**src/hdl/framed_packet_receiver_assert.svh**
```systemverilog
// assertion macros for the framed packet receiver
`ifndef FRAMED_PACKET_RECEIVER_ASSERT_SVH
`define FRAMED_PACKET_RECEIVER_ASSERT_SVH

// checked only outside reset
`define FPR_ASSERT(lbl, prop, msg) \
  lbl: assert property (@(posedge clk) disable iff (rst) prop) else $error(msg);

// checked on every edge, reset included
`define FPR_ASSERT_ALWAYS(lbl, prop, msg) \
  lbl: assert property (@(posedge clk) prop) else $error(msg);

`endif

```
**src/hdl/fpr_pkg.sv**
```systemverilog
`timescale 1ns / 1ps
package fpr_pkg;

  // configuration register indexes
  localparam logic [2:0] REG_ENABLE        = 3'd0;
  localparam logic [2:0] REG_MAX_LENGTH    = 3'd1;
  localparam logic [2:0] REG_FIRST_HEADER  = 3'd2;
  localparam logic [2:0] REG_SECOND_HEADER = 3'd3;
  localparam logic [2:0] REG_END_MARKER    = 3'd4;

  // escape run bytes
  localparam logic [7:0] RUN_A = 8'hAA;
  localparam logic [7:0] RUN_B = 8'hBB;
  localparam logic [7:0] RUN_C = 8'hCC;

  // command queue sizing
  localparam int QUEUE_DEPTH = 2;
  localparam int QPTR_W      = $clog2(QUEUE_DEPTH);
  localparam int QCNT_W      = $clog2(QUEUE_DEPTH + 1);

  typedef struct packed {
    logic       enable;
    logic [7:0] max_length;
    logic [7:0] first_header;
    logic [7:0] second_header;
    logic [7:0] end_marker;
  } cfg_t;

  // one command from front to back: a packet close or a run of stored bytes
  typedef struct packed {
    logic            is_close;
    logic [1:0]      n_m1;   // stored bytes minus one
    logic [3:0][7:0] bytes;
    logic [7:0]      start;  // first position, or packet length on close
  } cmd_t;

endpackage

```
**src/hdl/framed_packet_receiver.sv**
```systemverilog
// framed packet receiver
// rx channel: one link byte per item on rx_byte, taken when rx_valid is high
//   and rx_stall is low. the front end classifies each byte at once: header
//   bytes, the AA BB CC escape run and the end byte are tracked here.
// result channel: one result per item on kind, payload_byte, position,
//   packet_length and last, taken when res_valid is high and res_stall low.
//   kind 0 is a stored payload byte, kind 1 closes the packet with its length;
//   last marks the final result caused by one received byte.
// timing: a byte's command is registered in the queue, then its first result
//   in the result register. throughput: one byte per cycle while each byte
//   makes at most one result and res_stall is low; a broken escape run makes
//   up to four results, which the back end plays out one per cycle unless stalled.
// a two-entry command queue sits between front and back; rx_stall rises only
//   when that queue is full, so a stalled result port backs up into rx.
// config: cfg_valid/cfg_ready write register cfg_index with cfg_data; ready
//   is always high, unknown indexes are dropped. write only while idle.
// reset (rst, synchronous): registers go to their defaults, framing state
//   returns to waiting for the opening byte, queue and result port empty.
`timescale 1ns / 1ps
`include "framed_packet_receiver_assert.svh"
module framed_packet_receiver
  import fpr_pkg::*;
(
  input  logic       clk,
  input  logic       rst,
  // received bytes
  input  logic       rx_valid,
  output logic       rx_stall,
  input  logic [7:0] rx_byte,
  // results
  output logic       res_valid,
  input  logic       res_stall,
  output logic       kind,
  output logic [7:0] payload_byte,
  output logic [7:0] position,
  output logic [7:0] packet_length,
  output logic       last,
  // register writes
  input  logic       cfg_valid,
  output logic       cfg_ready,
  input  logic [2:0] cfg_index,
  input  logic [7:0] cfg_data
);

  cfg_t cfg;
  logic rx_fire;
  logic push;
  cmd_t push_cmd;
  logic q_full;
  logic pop;
  logic head_valid;
  cmd_t head_cmd;

  // register file, always ready
  assign cfg_ready = 1'b1;

  always_ff @(posedge clk) begin
    if (rst) begin
      cfg.enable        <= 1'b1;
      cfg.max_length    <= 8'd255;
      cfg.first_header  <= 8'h01;
      cfg.second_header <= 8'h02;
      cfg.end_marker    <= 8'h04;
    end else if (cfg_valid && cfg_ready) begin
      unique case (cfg_index)
        REG_ENABLE:        cfg.enable        <= cfg_data[0];
        REG_MAX_LENGTH:    cfg.max_length    <= cfg_data;
        REG_FIRST_HEADER:  cfg.first_header  <= cfg_data;
        REG_SECOND_HEADER: cfg.second_header <= cfg_data;
        REG_END_MARKER:    cfg.end_marker    <= cfg_data;
        default:           cfg               <= cfg;
      endcase
    end
  end

  // front end takes a byte whenever the queue has room
  assign rx_stall = q_full;
  assign rx_fire  = rx_valid && !rx_stall;

  fpr_front u_front (
    .clk     (clk),
    .rst     (rst),
    .cfg     (cfg),
    .fire    (rx_fire),
    .rx_byte (rx_byte),
    .push    (push),
    .cmd     (push_cmd)
  );

  fpr_queue u_queue (
    .clk        (clk),
    .rst        (rst),
    .push       (push),
    .push_cmd   (push_cmd),
    .full       (q_full),
    .pop        (pop),
    .head_valid (head_valid),
    .head_cmd   (head_cmd)
  );

  // back end expands each command into results
  fpr_back u_back (
    .clk           (clk),
    .rst           (rst),
    .head_valid    (head_valid),
    .head_cmd      (head_cmd),
    .pop           (pop),
    .res_valid     (res_valid),
    .res_stall     (res_stall),
    .kind          (kind),
    .payload_byte  (payload_byte),
    .position      (position),
    .packet_length (packet_length),
    .last          (last)
  );

  // a command never lands in a full queue
  `FPR_ASSERT(a_no_push_full, push |-> !q_full, "command pushed into full queue")
  // a disabled receiver makes no commands
  `FPR_ASSERT(a_disabled_quiet, (rx_fire && !cfg.enable) |-> !push, "command while disabled")
  // packet close is always the final result of its byte
  `FPR_ASSERT(a_close_last, (res_valid && kind) |-> last, "packet end not marked last")
  // result port comes out of reset empty
  `FPR_ASSERT_ALWAYS(a_reset_empty, rst |=> !res_valid, "result valid after reset")

endmodule

```
**src/hdl/fpr_front.sv**
```systemverilog
`timescale 1ns / 1ps
module fpr_front
  import fpr_pkg::*;
(
  input  logic clk,
  input  logic rst,
  input  cfg_t cfg,
  input  logic fire,
  input  logic [7:0] rx_byte,
  output logic push,
  output cmd_t cmd
);

  localparam logic [1:0] PH_WAIT_FIRST  = 2'd0;
  localparam logic [1:0] PH_WAIT_SECOND = 2'd1;
  localparam logic [1:0] PH_PAYLOAD     = 2'd2;

  logic [1:0] phase, phase_next;
  logic [1:0] progress, progress_next;
  logic [7:0] count, count_next;

  logic       full;
  logic [7:0] room;
  logic [2:0] k;
  logic [2:0] nbytes;
  logic       do_store;
  logic       do_close;

  assign full = count >= cfg.max_length;
  assign room = cfg.max_length - count;
  assign nbytes = (room < {5'd0, k}) ? room[2:0] : k;

  always_comb begin
    phase_next    = phase;
    progress_next = progress;
    count_next    = count;
    k             = 3'd1;
    do_store      = 1'b0;
    do_close      = 1'b0;
    if (cfg.enable) begin
      unique case (phase)
        PH_WAIT_SECOND: begin
          phase_next    = (rx_byte == cfg.second_header) ? PH_PAYLOAD : PH_WAIT_FIRST;
          progress_next = 2'd0;
        end
        PH_PAYLOAD: begin
          if (!full) begin
            unique case (progress)
              2'd0: begin
                if (rx_byte == RUN_A) progress_next = 2'd1;
                else do_store = 1'b1;
              end
              2'd1: begin
                if (rx_byte == RUN_B) progress_next = 2'd2;
                else do_store = 1'b1;
              end
              2'd2: begin
                if (rx_byte == RUN_C) progress_next = 2'd3;
                else do_store = 1'b1;
              end
              default: begin
                if (rx_byte == cfg.end_marker) do_close = 1'b1;
                else do_store = 1'b1;
              end
            endcase
            // flushed run plus the breaking byte
            k = {1'b0, progress} + 3'd1;
          end else if (rx_byte == cfg.end_marker) begin
            do_close = 1'b1;
          end
          if (do_store) begin
            progress_next = 2'd0;
            count_next    = count + {5'd0, nbytes};
          end
          if (do_close) begin
            phase_next    = PH_WAIT_FIRST;
            progress_next = 2'd0;
            count_next    = 8'd0;
          end
        end
        default: begin
          // code 3 behaves as waiting for the opening byte
          phase_next = (rx_byte == cfg.first_header) ? PH_WAIT_SECOND : PH_WAIT_FIRST;
        end
      endcase
    end
  end

  always_comb begin
    push         = fire && (do_store || do_close);
    cmd.is_close = do_close;
    cmd.n_m1     = nbytes[1:0] - 2'd1;
    cmd.start    = count;
    cmd.bytes[0] = (progress > 2'd0) ? RUN_A : rx_byte;
    cmd.bytes[1] = (progress > 2'd1) ? RUN_B : rx_byte;
    cmd.bytes[2] = (progress > 2'd2) ? RUN_C : rx_byte;
    cmd.bytes[3] = rx_byte;
  end

  always_ff @(posedge clk) begin
    if (rst) begin
      phase    <= PH_WAIT_FIRST;
      progress <= 2'd0;
      count    <= 8'd0;
    end else if (fire) begin
      phase    <= phase_next;
      progress <= progress_next;
      count    <= count_next;
    end
  end

endmodule

```
**src/hdl/fpr_queue.sv**
```systemverilog
`timescale 1ns / 1ps
module fpr_queue
  import fpr_pkg::*;
(
  input  logic clk,
  input  logic rst,
  input  logic push,
  input  cmd_t push_cmd,
  output logic full,
  input  logic pop,
  output logic head_valid,
  output cmd_t head_cmd
);

  cmd_t              mem [QUEUE_DEPTH];
  logic [QPTR_W-1:0] wr_ptr;
  logic [QPTR_W-1:0] rd_ptr;
  logic [QCNT_W-1:0] fill;

  assign full       = fill == QCNT_W'(QUEUE_DEPTH);
  assign head_valid = fill != '0;
  assign head_cmd   = mem[rd_ptr];

  always_ff @(posedge clk) begin
    if (push) mem[wr_ptr] <= push_cmd;
  end

  always_ff @(posedge clk) begin
    if (rst) begin
      wr_ptr <= '0;
      rd_ptr <= '0;
      fill   <= '0;
    end else begin
      if (push) wr_ptr <= wr_ptr + QPTR_W'(1);
      if (pop) rd_ptr <= rd_ptr + QPTR_W'(1);
      unique case ({push, pop})
        2'b10:   fill <= fill + QCNT_W'(1);
        2'b01:   fill <= fill - QCNT_W'(1);
        default: fill <= fill;
      endcase
    end
  end

endmodule

```
**src/hdl/fpr_back.sv**
```systemverilog
`timescale 1ns / 1ps
module fpr_back
  import fpr_pkg::*;
(
  input  logic       clk,
  input  logic       rst,
  input  logic       head_valid,
  input  cmd_t       head_cmd,
  output logic       pop,
  output logic       res_valid,
  input  logic       res_stall,
  output logic       kind,
  output logic [7:0] payload_byte,
  output logic [7:0] position,
  output logic [7:0] packet_length,
  output logic       last
);

  logic [1:0] idx;
  logic       load;
  logic       cmd_end;

  assign load    = head_valid && (!res_valid || !res_stall);
  assign cmd_end = head_cmd.is_close || (idx == head_cmd.n_m1);
  assign pop     = load && cmd_end;

  always_ff @(posedge clk) begin
    if (rst) begin
      idx       <= 2'd0;
      res_valid <= 1'b0;
    end else if (load) begin
      idx       <= cmd_end ? 2'd0 : idx + 2'd1;
      res_valid <= 1'b1;
    end else if (!res_stall) begin
      res_valid <= 1'b0;
    end
  end

  always_ff @(posedge clk) begin
    if (load) begin
      kind          <= head_cmd.is_close;
      payload_byte  <= head_cmd.is_close ? 8'd0 : head_cmd.bytes[idx];
      position      <= head_cmd.is_close ? 8'd0 : head_cmd.start + {6'd0, idx};
      packet_length <= head_cmd.is_close ? head_cmd.start : 8'd0;
      last          <= cmd_end;
    end
  end

endmodule

```
**config.mk**
```make
export PLATFORM = sky130hd
export DESIGN_NAME = framed_packet_receiver
export DESIGN_NICKNAME = d
export VERILOG_FILES = /design/src/hdl/fpr_pkg.sv /design/src/hdl/framed_packet_receiver.sv /design/src/hdl/fpr_front.sv /design/src/hdl/fpr_queue.sv /design/src/hdl/fpr_back.sv
export VERILOG_INCLUDE_DIRS = /design/src /design/src/hdl
export SDC_FILE = /design/constraint.sdc
export NUM_CORES = 1
export LEC_CHECK = 0
export ABC_AREA = 1
export BUFFER_PORTS_ARGS = -buffer_cell sky130_fd_sc_hd__buf_2
export CORE_MARGIN = 2
export CORE_UTILIZATION = 50
export CTS_CLUSTER_SIZE = 30
export DETAILED_ROUTE_END_ITERATION = 16
export GPL_ROUTABILITY_DRIVEN = 1
export PLACE_DENSITY = 0.68
export SYNTH_ARGS = -nofsm -noshare
export SYNTH_HDL_FRONTEND = slang
export SYNTH_HIERARCHICAL = 1
export SYNTH_SLANG_ARGS = --single-unit
```
**constraint.sdc**
```tcl
create_clock -name clk -period 4.13 [get_ports clk]
set_clock_uncertainty 0.1 [all_clocks]
set_input_delay 0.2065 -clock clk [delete_from_list [all_inputs] [get_ports clk]]
set_output_delay 0.2065 -clock clk [all_outputs]
set_load 0.005 [all_outputs]
```
==> key figures <==
GRT
  – Met2 usage: 0.315
  – Met1 Use GR: 0.257
  – First-pass GRT wire length: about 27000 um
  – Routing usage on met3: 0.0397
  – GR peak layer: met2
  – Grt total ovfl: 0
  – Initial antenna violation count: 0
  – Vias in the first global route: 5421
  – Largest net degree at the start of global routing: 45
  – Tot GR Track Use: 0.192

Power
  – Total internal power: 3.20 mW
  – Comb power frac: 0.222
  – Seq pwr share: 0.454
  – Leakage: 3.99 nW
  – Clock Power Share: 0.324
  – IR drop worst, VDD: 0.300 mV
  – Switching power: 1.28 mW
  – PwrDens: 471 mW/mm^2
  – Sw frac: 0.285

Drt
  – Vias per cell: approximately 5.0
  – Drt first pass iters: 5
  – DR iter-0 viols: 295
  – DR vias: 5769
  – DRT Wirelength: 16500 um
  – Detailed-route DRC error count: 0
  – WL/cell: about 14 um
  – Final ANT Viol Nets: 0

Floorplan
  – DIE WIDTH: 134 um
  – Die area: around 0.018 sq mm
  – Initial Utilization: 0.511
  – I/O pin count: 53
  – Die height: around 130 um
  – Rows: 47
  – Core Region: approximately 0.017 sq mm

Place
  – GP Congestion: 0.842
  – Hpwl dp: 11500 um
  – DP Cell Count: 1113
  – Area after DPL: 0.00878 sq mm
  – Port bufs: between 50 and 60

Logic synthesis
  – Largest cells by area after synthesis: edfxtp_1, dfxtp_1, mux2_4
  – Synth Cell Area: 0.00848 sq mm
  – Top cells by count, synth: nand2_1, nor2_1, edfxtp_1
  – Distinct cells, synth: 42
  – Seq/Total Area, Yosys: 0.522
  – Fraction of registers with async set/reset: 0
  – Primary FF master, synth: edfxtp_1
  – Post-synth top area cell: edfxtp_1
  – EDFF count, synth: 112
  – Cell with the most instances after synthesis: nand2_1
  – Synth warn: 6
  – Post-Syn Instances: 865
  – #FFs+latches synth: 165
  – Post-synthesis average cell area: 9.80 sq um
  – Synth Net Count: 916
  – Post-synth top area share: 0.397

Layout
  – Final nets: 974
  – Final Cell Area: around 0.0095 sq mm
  – Layout cells sized above 1: 0.193
  – Ant. Diodes: 0
  – Final Non-Filler Cells: 1156
  – Area Overhead vs Synth: 12.2%

STA
  – Slew Limit Fails: 0
  – Final setup vio count: 0
  – Final Hold Viols: 0
  – Worst-Margin Slew: 958 ps
  – Fmax: roughly 260 MHz
  – Worst hold margin: about 10 ps
  – Period minus WS final: 3880 ps
  – Crit share post-route: 0.940
  – Worst slew margin: 0.361
  – Total Neg Setup Slack: 0 ps

Hold path
  – Min-Delay Path Class: in -> reg

Clock tree
  – CTS tree: yes
  – H-tree depth: 4
  – Clk root buf: clkbuf_16
  – TritonCTS buffer count: 17
  – Clk_lat worst skew: around 420 ps
  – Register clock-pin slew on the reported worst setup and hold paths: around 60 ps
  – Bufs on Longest Clock Path: 2
  – TritonCTS Sinks: 165

Worst setup path
  – Worst EP arrival: between 4000 and 5000 ps
  – CP required: 4330 ps
  – CP Class: reg -> reg
  – Crit Path Max Fanout: 5
  – Setup crit end kind: register
  – CP bufs+invs: 5
  – Delay-heaviest family, CP: simple AND/OR/NAND/NOR gates
  – Crit start category: register
  – CP max-delay cell: fa_2
  – Max stage delay on crit path: 360 ps

Flow run
  – Max-cap viol count: 0

Outcome
  – Status: complete, no violations
logic make-up (layout without fill, tap and decap cells):
group           after synthesis  after routing  synth area share
mux                          43             43            0.0748
compound gates               75             75            0.0468
other cells                   1              1          0.000442
flops                       165            165             0.522
simple gates                396            396             0.208
xor+xnor                     21             21            0.0217
buf+inv                     137            208            0.0838
fa+ha+maj                    27             27            0.0425
routing by layer:
layer	up-vias	wire [um]
met3	17	587
met2	108	7910
li1	2961	-
met1	2683	7780
met4	0	203
met5	-	0
sequential cells by signal, indices dropped and copies added (netlist names), named ones only:
name                  count
u_back/position           8
u_front/phase             2
u_queue/mem              86
u_front/progress          2
u_back/idx                2
u_queue/wr_ptr            1
cfg                      33
u_queue/rd_ptr            1
u_back/last               1
u_back/payload_byte       8
u_back/packet_length      8
u_back/kind               1
u_back/res_valid          1
u_queue/fill              2
u_front/count             8
placed cells by master, fill, tap and decap left out, types with 4 or more instances in the layout:
master           n
a21oi_1         30
buf_2           51
buf_4            7
clkbuf_16       17
clkinvlp_4       4
dfxtp_1         47
dfxtp_2          6
dlygate4sd3_1   10
edfxtp_1       112
ha_1            19
ha_4             5
inv_1          100
inv_2            6
mux2_4          40
nand2_1        157
nand2_2         12
nand3_1         63
nand3b_1         5
nand4_1         11
nor2_1         124
nor2_4           8
o21ai_0         23
o21ai_1         12
o22ai_1          4
xnor2_1          9
xor2_1          12
power groups by stage:
| stage | logic, mW | registers, mW | clock network, mW |
|---|---|---|---|
| 4_1_cts | 0.999 | 2.03 | 1.48 |
| 2_1_floorplan | 0.838 | 2.04 | 0 |
| 6_report | 0.996 | 2.03 | 1.45 |
| 5_1_grt | 1.12 | 2.05 | 1.54 |
| 3_5_place_dp | 0.987 | 2.07 | 0 |
| 3_3_place_gp | 0.975 | 2.07 | 0 |
metrics by stage:
step	util	worst slack, ps	power [mW]
2_1_floorplan	-	6.96	2.88
3_3_place_gp	0.529	239	3.04
3_5_place_dp	0.529	148	3.06
4_1_cts	0.568	118	4.51
5_1_grt	0.573	-43.4	4.71
6_report	0.573	248	4.48
path summary, 6_finish.rpt:
path                    startpoint           endpoint  slack, ps  cells after the start
setup / recovery           cfg[24]   u_front/count[6]        250                     29
hold / removal         cfg_data[4]            cfg[28]         10                      3
setup reg to reg           cfg[24]   u_front/count[6]        250                     29
hold reg to reg   u_front/count[6]  u_queue/mem[0][6]        360                      0
worst reg2reg max path: cells and delay by family (launching register included):
family	cells	cell delay, ps
compound gates	1	80
xor+xnor	1	160
fa+ha+maj	5	1130
buf+inv	5	320
flops	1	330
simple gates	17	1630
area by class of cell:
| class | instances | area, sq um |
|---|---|---|
| Fill cell | 1480 | 7070 |
| Timing Repair Buffer | 69 | 428 |
| Inverter | 107 | 407 |
| Sequential cell | 165 | 4430 |
| Multi-Input combinational cell | 563 | 3420 |
| Clock buffer | 20 | 437 |
| Clock inverter | 12 | 108 |
| Tap cell | 220 | 275 |
timing repair:
item,CTS,global route
gates resized for setup,0,17
buffers inserted,0,1
hold buffers,10,0
endpoints found under the hold margin,19,0
setup endpoints to repair,0,1
No activity file was read; power rests on OpenSTA's default activity.
